### src/hdl/bsd_pkg.sv
package bsd_pkg;

  localparam int MODE_W   = 2;
  localparam int VALUE_W  = 32;
  localparam int LIMIT_W  = 5;

  localparam logic [LIMIT_W-1:0] LIMIT_RESET = 5'd10;

  localparam logic [MODE_W-1:0] MODE_PUSH = 2'd0;
  localparam logic [MODE_W-1:0] MODE_POP  = 2'd1;
  localparam logic [MODE_W-1:0] MODE_LIST = 2'd2;

  typedef logic [2:0] uaddr_t;
  typedef logic [2:0] op_t;
  typedef logic [1:0] cond_t;

  localparam uaddr_t UA_IDLE  = 3'd0;
  localparam uaddr_t UA_PUSH  = 3'd1;
  localparam uaddr_t UA_POP   = 3'd2;
  localparam uaddr_t UA_LIST  = 3'd3;
  localparam uaddr_t UA_LLOOP = 3'd4;

  localparam op_t OP_NOP    = 3'd0;
  localparam op_t OP_PUSH   = 3'd1;
  localparam op_t OP_POP    = 3'd2;
  localparam op_t OP_LSTART = 3'd3;
  localparam op_t OP_LSTEP  = 3'd4;

  localparam cond_t COND_NONE     = 2'd0;
  localparam cond_t COND_CNT_ZERO = 2'd1;
  localparam cond_t COND_REM_ONE  = 2'd2;

  typedef struct packed {
    op_t    op;
    cond_t  cond;
    uaddr_t seq;
    uaddr_t jmp;
  } uword_t;

  typedef struct packed {
    logic cnt_zero;
    logic rem_one;
  } flags_t;

endpackage

### src/hdl/bounded_stack_drop_oldest.sv
// Channel  Ports                                        Handshake
// in       in_mode, in_push_value                       start high, busy low
// out      out_status, out_entry_value, out_last        out_strobe, one cycle
// cfg      cfg_wr_data                                  cfg_wr_en
//
// Push and pop execute in the cycle the beat is accepted and keep busy low.
// A list holds busy while it steps through the stored entries; its first result
// beat passes through the registered RAM read and then the output register.
// Every result beat is registered and shows in the cycle after it is computed.
// Reset empties the stack and loads the limit of ten; the receiver cannot stall.
module bounded_stack_drop_oldest
  import bsd_pkg::*;
#(
  parameter int CAPACITY   = 16,
  parameter int DATA_WIDTH = 32
) (
  input  logic                      clk,
  input  logic                      rst_n,
  input  logic                      start,
  output logic                      busy,
  input  logic [MODE_W-1:0]         in_mode,
  input  logic signed [VALUE_W-1:0] in_push_value,
  output logic                      out_strobe,
  output logic                      out_status,
  output logic signed [VALUE_W-1:0] out_entry_value,
  output logic                      out_last,
  input  logic                      cfg_wr_en,
  input  logic [LIMIT_W-1:0]        cfg_wr_data
);

  localparam int AW = (CAPACITY > 1) ? $clog2(CAPACITY) : 1;
  localparam int CW = $clog2(CAPACITY + 1);
  localparam int LW = (CW > LIMIT_W) ? CW : LIMIT_W;
  localparam logic [AW-1:0] TOP_MAX = AW'(CAPACITY - 1);

  uword_t uword;
  flags_t flags;

  logic [LIMIT_W-1:0]    limit_r;
  logic [AW-1:0]         top_r, top_nxt;
  logic [CW-1:0]         count_r, count_nxt;
  logic [AW-1:0]         cursor_r, cursor_nxt;
  logic [CW-1:0]         remain_r, remain_nxt;

  logic                  strobe_r, strobe_nxt;
  logic                  status_r, status_nxt;
  logic                  last_r, last_nxt;
  logic [VALUE_W-1:0]    value_r, value_nxt;

  logic                  ram_we;
  logic [AW-1:0]         ram_raddr;
  logic [DATA_WIDTH-1:0] ram_rdata;

  logic [LW-1:0]         lim_ext;
  logic [CW-1:0]         eff_limit;
  logic [AW-1:0]         top_inc, top_dec, cursor_dec;

  bsd_useq u_useq (
    .clk   (clk),
    .rst_n (rst_n),
    .start (start),
    .mode  (in_mode),
    .flags (flags),
    .uword (uword),
    .busy  (busy)
  );

  bsd_ram #(
    .WIDTH (DATA_WIDTH),
    .DEPTH (CAPACITY)
  ) u_ram (
    .clk   (clk),
    .we    (ram_we),
    .waddr (top_inc),
    .wdata (DATA_WIDTH'($unsigned(in_push_value))),
    .raddr (ram_raddr),
    .rdata (ram_rdata)
  );

  assign flags.cnt_zero = (count_r == '0);
  assign flags.rem_one  = (remain_r == CW'(1));

  assign lim_ext = LW'(limit_r);

  always_comb begin
    if (lim_ext == '0) begin
      eff_limit = CW'(1);
    end else if (lim_ext > LW'(CAPACITY)) begin
      eff_limit = CW'(CAPACITY);
    end else begin
      eff_limit = CW'(lim_ext);
    end
  end

  assign top_inc    = (top_r == TOP_MAX) ? '0 : top_r + 1'b1;
  assign top_dec    = (top_r == '0) ? TOP_MAX : top_r - 1'b1;
  assign cursor_dec = (cursor_r == '0) ? TOP_MAX : cursor_r - 1'b1;

  always_comb begin
    top_nxt    = top_r;
    count_nxt  = count_r;
    cursor_nxt = cursor_r;
    remain_nxt = remain_r;
    ram_we     = 1'b0;
    ram_raddr  = top_r;
    strobe_nxt = 1'b0;
    status_nxt = 1'b0;
    last_nxt   = 1'b0;
    value_nxt  = '0;
    case (uword.op)
      OP_PUSH: begin
        ram_we     = 1'b1;
        top_nxt    = top_inc;
        count_nxt  = (count_r >= eff_limit) ? eff_limit : count_r + 1'b1;
        strobe_nxt = 1'b1;
        status_nxt = 1'b1;
        last_nxt   = 1'b1;
      end
      OP_POP: begin
        strobe_nxt = 1'b1;
        last_nxt   = 1'b1;
        if (count_r != '0) begin
          status_nxt = 1'b1;
          top_nxt    = top_dec;
          count_nxt  = count_r - 1'b1;
        end
      end
      OP_LSTART: begin
        if (count_r == '0) begin
          strobe_nxt = 1'b1;
          last_nxt   = 1'b1;
        end else begin
          cursor_nxt = top_r;
          remain_nxt = count_r;
        end
      end
      OP_LSTEP: begin
        strobe_nxt = 1'b1;
        status_nxt = 1'b1;
        value_nxt  = VALUE_W'(ram_rdata);
        last_nxt   = (remain_r == CW'(1));
        ram_raddr  = cursor_dec;
        cursor_nxt = cursor_dec;
        remain_nxt = remain_r - 1'b1;
      end
      default: begin
      end
    endcase
  end

  always_ff @(posedge clk) begin
    if (!rst_n) begin
      limit_r  <= LIMIT_RESET;
      top_r    <= '0;
      count_r  <= '0;
      remain_r <= '0;
      strobe_r <= 1'b0;
    end else begin
      if (cfg_wr_en) begin
        limit_r <= cfg_wr_data;
      end
      top_r    <= top_nxt;
      count_r  <= count_nxt;
      remain_r <= remain_nxt;
      strobe_r <= strobe_nxt;
    end
  end

  always_ff @(posedge clk) begin
    cursor_r <= cursor_nxt;
    status_r <= status_nxt;
    last_r   <= last_nxt;
    value_r  <= value_nxt;
  end

  assign out_strobe      = strobe_r;
  assign out_status      = status_r;
  assign out_last        = last_r;
  assign out_entry_value = value_r;

endmodule

### src/hdl/bsd_ram.sv
module bsd_ram #(
  parameter int WIDTH = 32,
  parameter int DEPTH = 16,
  localparam int AW = (DEPTH > 1) ? $clog2(DEPTH) : 1
) (
  input  logic             clk,
  input  logic             we,
  input  logic [AW-1:0]    waddr,
  input  logic [WIDTH-1:0] wdata,
  input  logic [AW-1:0]    raddr,
  output logic [WIDTH-1:0] rdata
);

  logic [WIDTH-1:0] mem [DEPTH];

  always_ff @(posedge clk) begin
    if (we) begin
      mem[waddr] <= wdata;
    end
    rdata <= mem[raddr];
  end

endmodule

### src/hdl/bsd_useq.sv
module bsd_useq
  import bsd_pkg::*;
(
  input  logic              clk,
  input  logic              rst_n,
  input  logic              start,
  input  logic [MODE_W-1:0] mode,
  input  flags_t            flags,
  output uword_t            uword,
  output logic              busy
);

  uaddr_t upc_r;
  uaddr_t upc_nxt;
  uaddr_t uaddr;
  logic   take;

  function automatic uword_t rom(input uaddr_t a);
    uword_t w;
    case (a)
      UA_IDLE:  w = '{op: OP_NOP,    cond: COND_NONE,     seq: UA_IDLE,  jmp: UA_IDLE};
      UA_PUSH:  w = '{op: OP_PUSH,   cond: COND_NONE,     seq: UA_IDLE,  jmp: UA_IDLE};
      UA_POP:   w = '{op: OP_POP,    cond: COND_NONE,     seq: UA_IDLE,  jmp: UA_IDLE};
      UA_LIST:  w = '{op: OP_LSTART, cond: COND_CNT_ZERO, seq: UA_LLOOP, jmp: UA_IDLE};
      UA_LLOOP: w = '{op: OP_LSTEP,  cond: COND_REM_ONE,  seq: UA_LLOOP, jmp: UA_IDLE};
      default:  w = '{op: OP_NOP,    cond: COND_NONE,     seq: UA_IDLE,  jmp: UA_IDLE};
    endcase
    return w;
  endfunction

  assign busy = (upc_r != UA_IDLE);

  always_comb begin
    uaddr = upc_r;
    if (!busy) begin
      uaddr = UA_IDLE;
      if (start) begin
        case (mode)
          MODE_PUSH: uaddr = UA_PUSH;
          MODE_POP:  uaddr = UA_POP;
          MODE_LIST: uaddr = UA_LIST;
          default:   uaddr = UA_IDLE;
        endcase
      end
    end
  end

  assign uword = rom(uaddr);

  always_comb begin
    case (uword.cond)
      COND_CNT_ZERO: take = flags.cnt_zero;
      COND_REM_ONE:  take = flags.rem_one;
      default:       take = 1'b0;
    endcase
    upc_nxt = take ? uword.jmp : uword.seq;
  end

  always_ff @(posedge clk) begin
    if (!rst_n) begin
      upc_r <= UA_IDLE;
    end else begin
      upc_r <= upc_nxt;
    end
  end

endmodule

### config.mk
export PLATFORM = sky130hd
export DESIGN_NAME = bounded_stack_drop_oldest
export DESIGN_NICKNAME = d
export VERILOG_FILES = /design/src/hdl/bsd_pkg.sv /design/src/hdl/bounded_stack_drop_oldest.sv /design/src/hdl/bsd_ram.sv /design/src/hdl/bsd_useq.sv
export SDC_FILE = /design/constraint.sdc
export NUM_CORES = 1
export LEC_CHECK = 0
export BUFFER_PORTS_ARGS = -buffer_cell sky130_fd_sc_hd__buf_2
export CAP_MARGIN = 15
export CORE_MARGIN = 5
export CORE_UTILIZATION = 30
export CTS_BUF_LIST = sky130_fd_sc_hd__clkbuf_16
export CTS_CLUSTER_SIZE = 25
export DETAILED_ROUTE_END_ITERATION = 7
export GPL_TIMING_DRIVEN = 0
export PLACE_DENSITY = 0.45
export SLEW_MARGIN = 5
export SYNTH_ARGS = -nofsm -noshare
export SYNTH_HDL_FRONTEND = slang
export SYNTH_SLANG_ARGS = --single-unit
### constraint.sdc
create_clock -name clk -period 6.15 [get_ports clk]
set_input_delay 1.5375 -clock clk [delete_from_list [all_inputs] [get_ports clk]]
set_output_delay 1.5375 -clock clk [all_outputs]
set_load 0.005 [all_outputs]
Yosys cells after proc, flatten, opt, wreduce, memory -nomap -nowiden
Memories as Yosys holds them, arrays and structs flattened. A register that Yosys moved wholly into a read port is not among the register bits.
Index checks and enable logic that the tools add are counted.
{ "word_totals": {"reg_bits": 61, "mem_bits_rw": 512, "inputBits": 43, "out_inout_bits": 36, "word_cells": 78, "mem_count": 1} }
{ "memory_table": {"columns": ["memory", "words", "width", "rd", "rd_ports_with_merged_regs", "write_ports", "line_no", "source"], "rows": [
  ["u_ram.mem", 16, 32, 1, 1, 1, "bsd_ram.sv:14", "logic [WIDTH-1:0] mem [DEPTH];"]
]} }
{ "classes": {"addsub": 6, "order_cmp": 2, "n_eq_ne": 16, "mux": 29, "reduce_logical": 14} }
{ "ops": {"columns": ["op", "count"], "rows": [
  ["11-bit one-hot mux with 4 select lines", 1],
  ["5-bit two-way mux", 5],
  ["4-bit two-way mux", 6],
  ["5-bit one-hot mux with 2 select lines", 2],
  ["4-bit one-hot mux with 2 select lines", 2],
  ["3-bit by 2-bit == test with 1-bit output, second input constant", 4],
  ["5-bit logical NOT", 2],
  ["5-bit by 1-bit subtractor with 5-bit output, second input constant", 2],
  ["3-bit two-way mux", 3],
  ["4-bit logical NOT", 2],
  ["4-bit by 1-bit subtractor with 4-bit output, second input constant", 2],
  ["3-bit by 1-bit == test with 1-bit output, second input constant", 2],
  ["3-bit == test, second input constant", 2],
  ["1-bit one-hot mux with 2 select lines", 3],
  ["2-bit one-hot mux with 3 select lines", 1],
  ["5-bit by 1-bit adder with 5-bit output, second input constant", 1],
  ["5-bit by 1-bit == test with 1-bit output, second input constant", 1],
  ["5-bit greater-or-equal comparator", 1],
  ["5-bit > comparator, second input constant", 1],
  ["1-bit two-way mux", 5],
  ["5-bit nonzero test", 1],
  ["4-bit by 1-bit adder with 4-bit output, second input constant", 1],
  ["2-bit by 1-bit == test with 1-bit output, second input constant", 2],
  ["2-bit == test, second input constant", 2],
  ["other kinds (9)", 13]
]} }

Depth between registers and ports, before layout
{ "logic_depth": {"depth_word": 10, "mapped_depth": 10} }

Cells and area by module
A second synthesis with hierarchy kept.
{ "hier_totals": {"cells_unflattened": 1141, "area_unflattened_um2": 22664.2} }
{ "modules_own_cells": {"columns": ["mod", "instances", "cells_per_inst", "area_each_um2", "seq_area_each_um2"], "rows": [
  ["bsd_ram", 1, 838, 19854.0, 16015.4],
  ["bounded_stack_drop_oldest", 1, 277, 2592.5, 1201.2],
  ["bsd_useq", 1, 26, 217.7, 20.0]
]} }

Worst setup path before layout
No wires, ideal clock.
{ "synth_timing": {"path_kind": "input port to flip-flop", "start": "input port in_mode[0]", "end": "memory u_ram.mem[11][0] (enable)", "setup_time_ns": 0.461, "arrival_time_ns": 4.702, "required_time_ns": 5.689, "slack_ns": 0.987, "cell_stages": 5, "path_buffers": 0, "path_cell_list": "inv_1 > ha_1 > nor3b_4 > nand2_1 > nor3_1"} }
{ "synth_between": {"elab_chain_len": 10, "word_cells_on_any_way": 15} }
{ "synth_rtl": {"columns": ["item", "line_no", "source"], "rows": [
  ["start, declared", "bounded_stack_drop_oldest.sv:21", "input logic [MODE_W-1:0] in_mode,"],
  ["2-bit == test, or another cell as far along", "bsd_useq.sv:38", "case (mode)"],
  ["2-bit one-hot mux with 3 select lines (*)", "bsd_useq.sv:38", null],
  ["3-bit two-way mux (*)", "bsd_useq.sv:37", "if (start) begin"],
  ["3-bit two-way mux (*)", "bsd_useq.sv:35", "if (!busy) begin"],
  ["3-bit == test, or another cell as far along", "bsd_useq.sv:20", "case (a)"],
  ["11-bit one-hot mux with 4 select lines (*)", "bsd_useq.sv:20", null],
  ["3-bit by 1-bit == test with 1-bit output (*)", "bounded_stack_drop_oldest.sv:110", "case (uword.op)"],
  ["1-bit two-way mux (*)", "bounded_stack_drop_oldest.sv:110", null],
  ["1-bit two-way mux (*)", "bsd_ram.sv:17", "if (we) begin"],
  ["1-bit two-way mux (not written as such) (*)", "bsd_ram.sv:18", "mem[waddr] <= wdata;"],
  ["end, declared", "bsd_ram.sv:14", null]
]} }
Mark *: on every way between the ends. The rest lies on a longest branch, timed or not.

Worst setup path after layout
{ "layout_timing": {"start": "input port in_mode[0]", "end": "memory u_ram.mem[9][16] (enable)"} }
The elaborated chain is that of the path after synthesis.

==> metrics.txt <==
Synth async-reset ratio 0%; Residual DRC 0; Synth cell types 57; max_slew headroom 30.70%; met1 Resource Use GR 21.92%; Finished Cell Area 0.02891 sq mm; Synth Flop Type edfxtp_1; Synth top area share 63.02%; synth top area cells edfxtp_1 63%, dfxtp_1 7.1%, a2111o_1 5.9%, mux2i_1 5.6%, and4_1 4.6%; Final TNS setup 0 ns; vias in the first global route 15,210; initial antenna violation count 2; 1st-iter DRT viols 932; CP Launch Type primary input; Worst Clk Skew 0.02698 ns; Crit path required time 6.45 ns; Slew Limit Fails 0; Final #Nets 1,774; crit path time final 3.972 ns; I/O Pins 79; antenna cells 0; Setup violations, final 0; Fmax 251.8 MHz; synthesized area per cell 15.98 sq um; Post-CTS Resized 0; warnings from Yosys 0; unrepaired setup endpoints after global routing no; Post-DP HPWL 49,490 um; share of layout cells above drive strength 1 15.25%; largest area contributor in the netlist edfxtp_1; total of max-cap violations 0; power density cells 329.4 mW/mm^2; worst min-delay path category flip-flop to flip-flop; dpl ws 1.513 ns; Starting Density 30.09%; post-placement cell count 2,709; Final Power 9.521 mW; Synthesized Nets 1,602; first-pass GRT wire length 105,400 um; #FFs+latches synth 603; num rows 105; leakage 9.359 nW; Crit path arrival time 4.27 ns; Post-synth EDFFs 516; most used cells in the layout excluding fill and tap cells 516 x edfxtp_1, 137 x mux2i_1, 133 x a211oi_1, 128 x and4_1, 128 x a2111o_1; CTS tree built; Post-Syn Area 0.02459 sq mm; root buf cell clkbuf_16; DRT Pass-1 Iters 4; gpl congestion 0.7846; Chip Width 296.3 um; CTS Buffer Depth 3; Seq/Total Area, Yosys 70.11%; clk sinks 603; Hold WS 0.4308 ns; Post-Syn Instances 1,539; Max Fanout on Critical Path 10; Post-Route WL 72,780 um; P&R area growth vs syn 17.57%; Core ar. 0.08172 sq mm; GRT Max-Usage Layer met2; Worst Setup Path Type primary input to flip-flop; gr ovfl total 0; most common cell after layout, fill and taps aside edfxtp_1; total die area 0.08778 sq mm; post-route core utilization 35.37%; placed cell area 0.02681 sq mm; worst slew pin tran 1.040 ns; status finished, final reports clean; Die Ht 296.3 um; Final Cycle Share 64.58%; VDD IR max 181.1 uV; Avg WL per Cell 25.68 um; port buffer count 76; Post-CTS Hold Buffers 0; H-tree depth 3; filler-free cell count of the finished design 2,834; Setup Buffers After CTS 0; Worst-path clk slew 0.05 ns; Post-DRT Antenna Nets 0; via count 14,750; CTS buffer count 69; met3 GRT Util 2.644%; Skew-Pair Late Insertion Delay 0.62 ns; via/cell ratio 5.205; Final Hold Viols 0; setup ws final 2.178 ns; GRT Util Overall 16.36%; Worst Setup End Kind flip-flop; largest net degree at the start of global routing 23; met2 GRT Util 27.33%
registers in the layout (all words and copies together) (netlist names):
name / cells
u_ram.mem: 512
out_entry_value: 32
u_ram.rdata: 32
count_r: 5
lim_ext: 5
remain_r: 5
cursor_r: 4
top_r: 4
out_last: 1
out_status: 1
out_strobe: 1
u_useq.upc_r: 1
final timing paths:
kind	from	endpoint	slack [ns]	cells after the start
worst min register to register	u_ram.rdata[28]	out_entry_value[28]	0.43	1
worst max register to register	u_useq.upc_r[2]	u_ram.mem[9][16]	2.98	7
worst min-delay path	u_ram.rdata[28]	out_entry_value[28]	0.43	1
worst max-delay path	in_mode[0]	u_ram.mem[9][16]	2.18	9
layer usage:
metal / vias to the layer above / part of all wire (%)
met5: - / 0
met3: 108 / 4.5
li1: 6690 / -
met1: 7592 / 45
met4: 0 / 2.6
met2: 360 / 48
cell usage after synthesis (4+ instances only):
library cell  number
edfxtp_1         516
mux2i_1          137
a211oi_1         133
a2111o_1         128
and4_1           128
dfxtp_1           87
clkbuf_1          85
nor2_1            41
nand4_1           35
and2_1            34
buf_2             33
nand2_1           23
inv_1             22
ha_1              20
buf_6             12
o21ai_0           12
buf_4              9
nor3_1             8
a21oi_1            7
a31oi_1            6
nand3_1            6
a211o_1            4
nand3b_1           4
layout make-up:
class	instances	area [sq um]
Clock buffer	72	1802
Inverter	22	82.58
Clock inverter	52	294.0
Sequential cell	603	17240
Buffer	142	699.4
Multi-Input combinational cell	772	6678
Tap cell	1070	1339
Timing Repair Buffer	101	775.7
Fill cell	7856	52810
critical path, cell delays in order:
cell and delay (ns):
buf_2 0.09, inv_1 0.07, ha_1 0.24, nor2_1 0.14, nor3b_4 0.48, nand2_1 0.35, nor3_2 0.76, buf_4 0.35
buf_4 0.23
cells by family after synthesis:
| group | Yosys count | synth area share (%) |
|---|---|---|
| xor+xnor | 6 | 0.2138 |
| fa+ha+maj | 20 | 1.018 |
| simple gates | 298 | 8.514 |
| mux | 137 | 5.578 |
| buf+inv | 164 | 3.181 |
| flops | 603 | 70.11 |
| compound gates | 311 | 11.39 |
report_power, final:
part / leakage [nW] / internal (mW) / switching (mW)
registers: 5.36 / 4.55 / 0.0387
logic: 2.89 / 0.353 / 0.750
clock network: 1.11 / 2.20 / 1.63
Note: power is estimated with default switching activity, not from simulation.
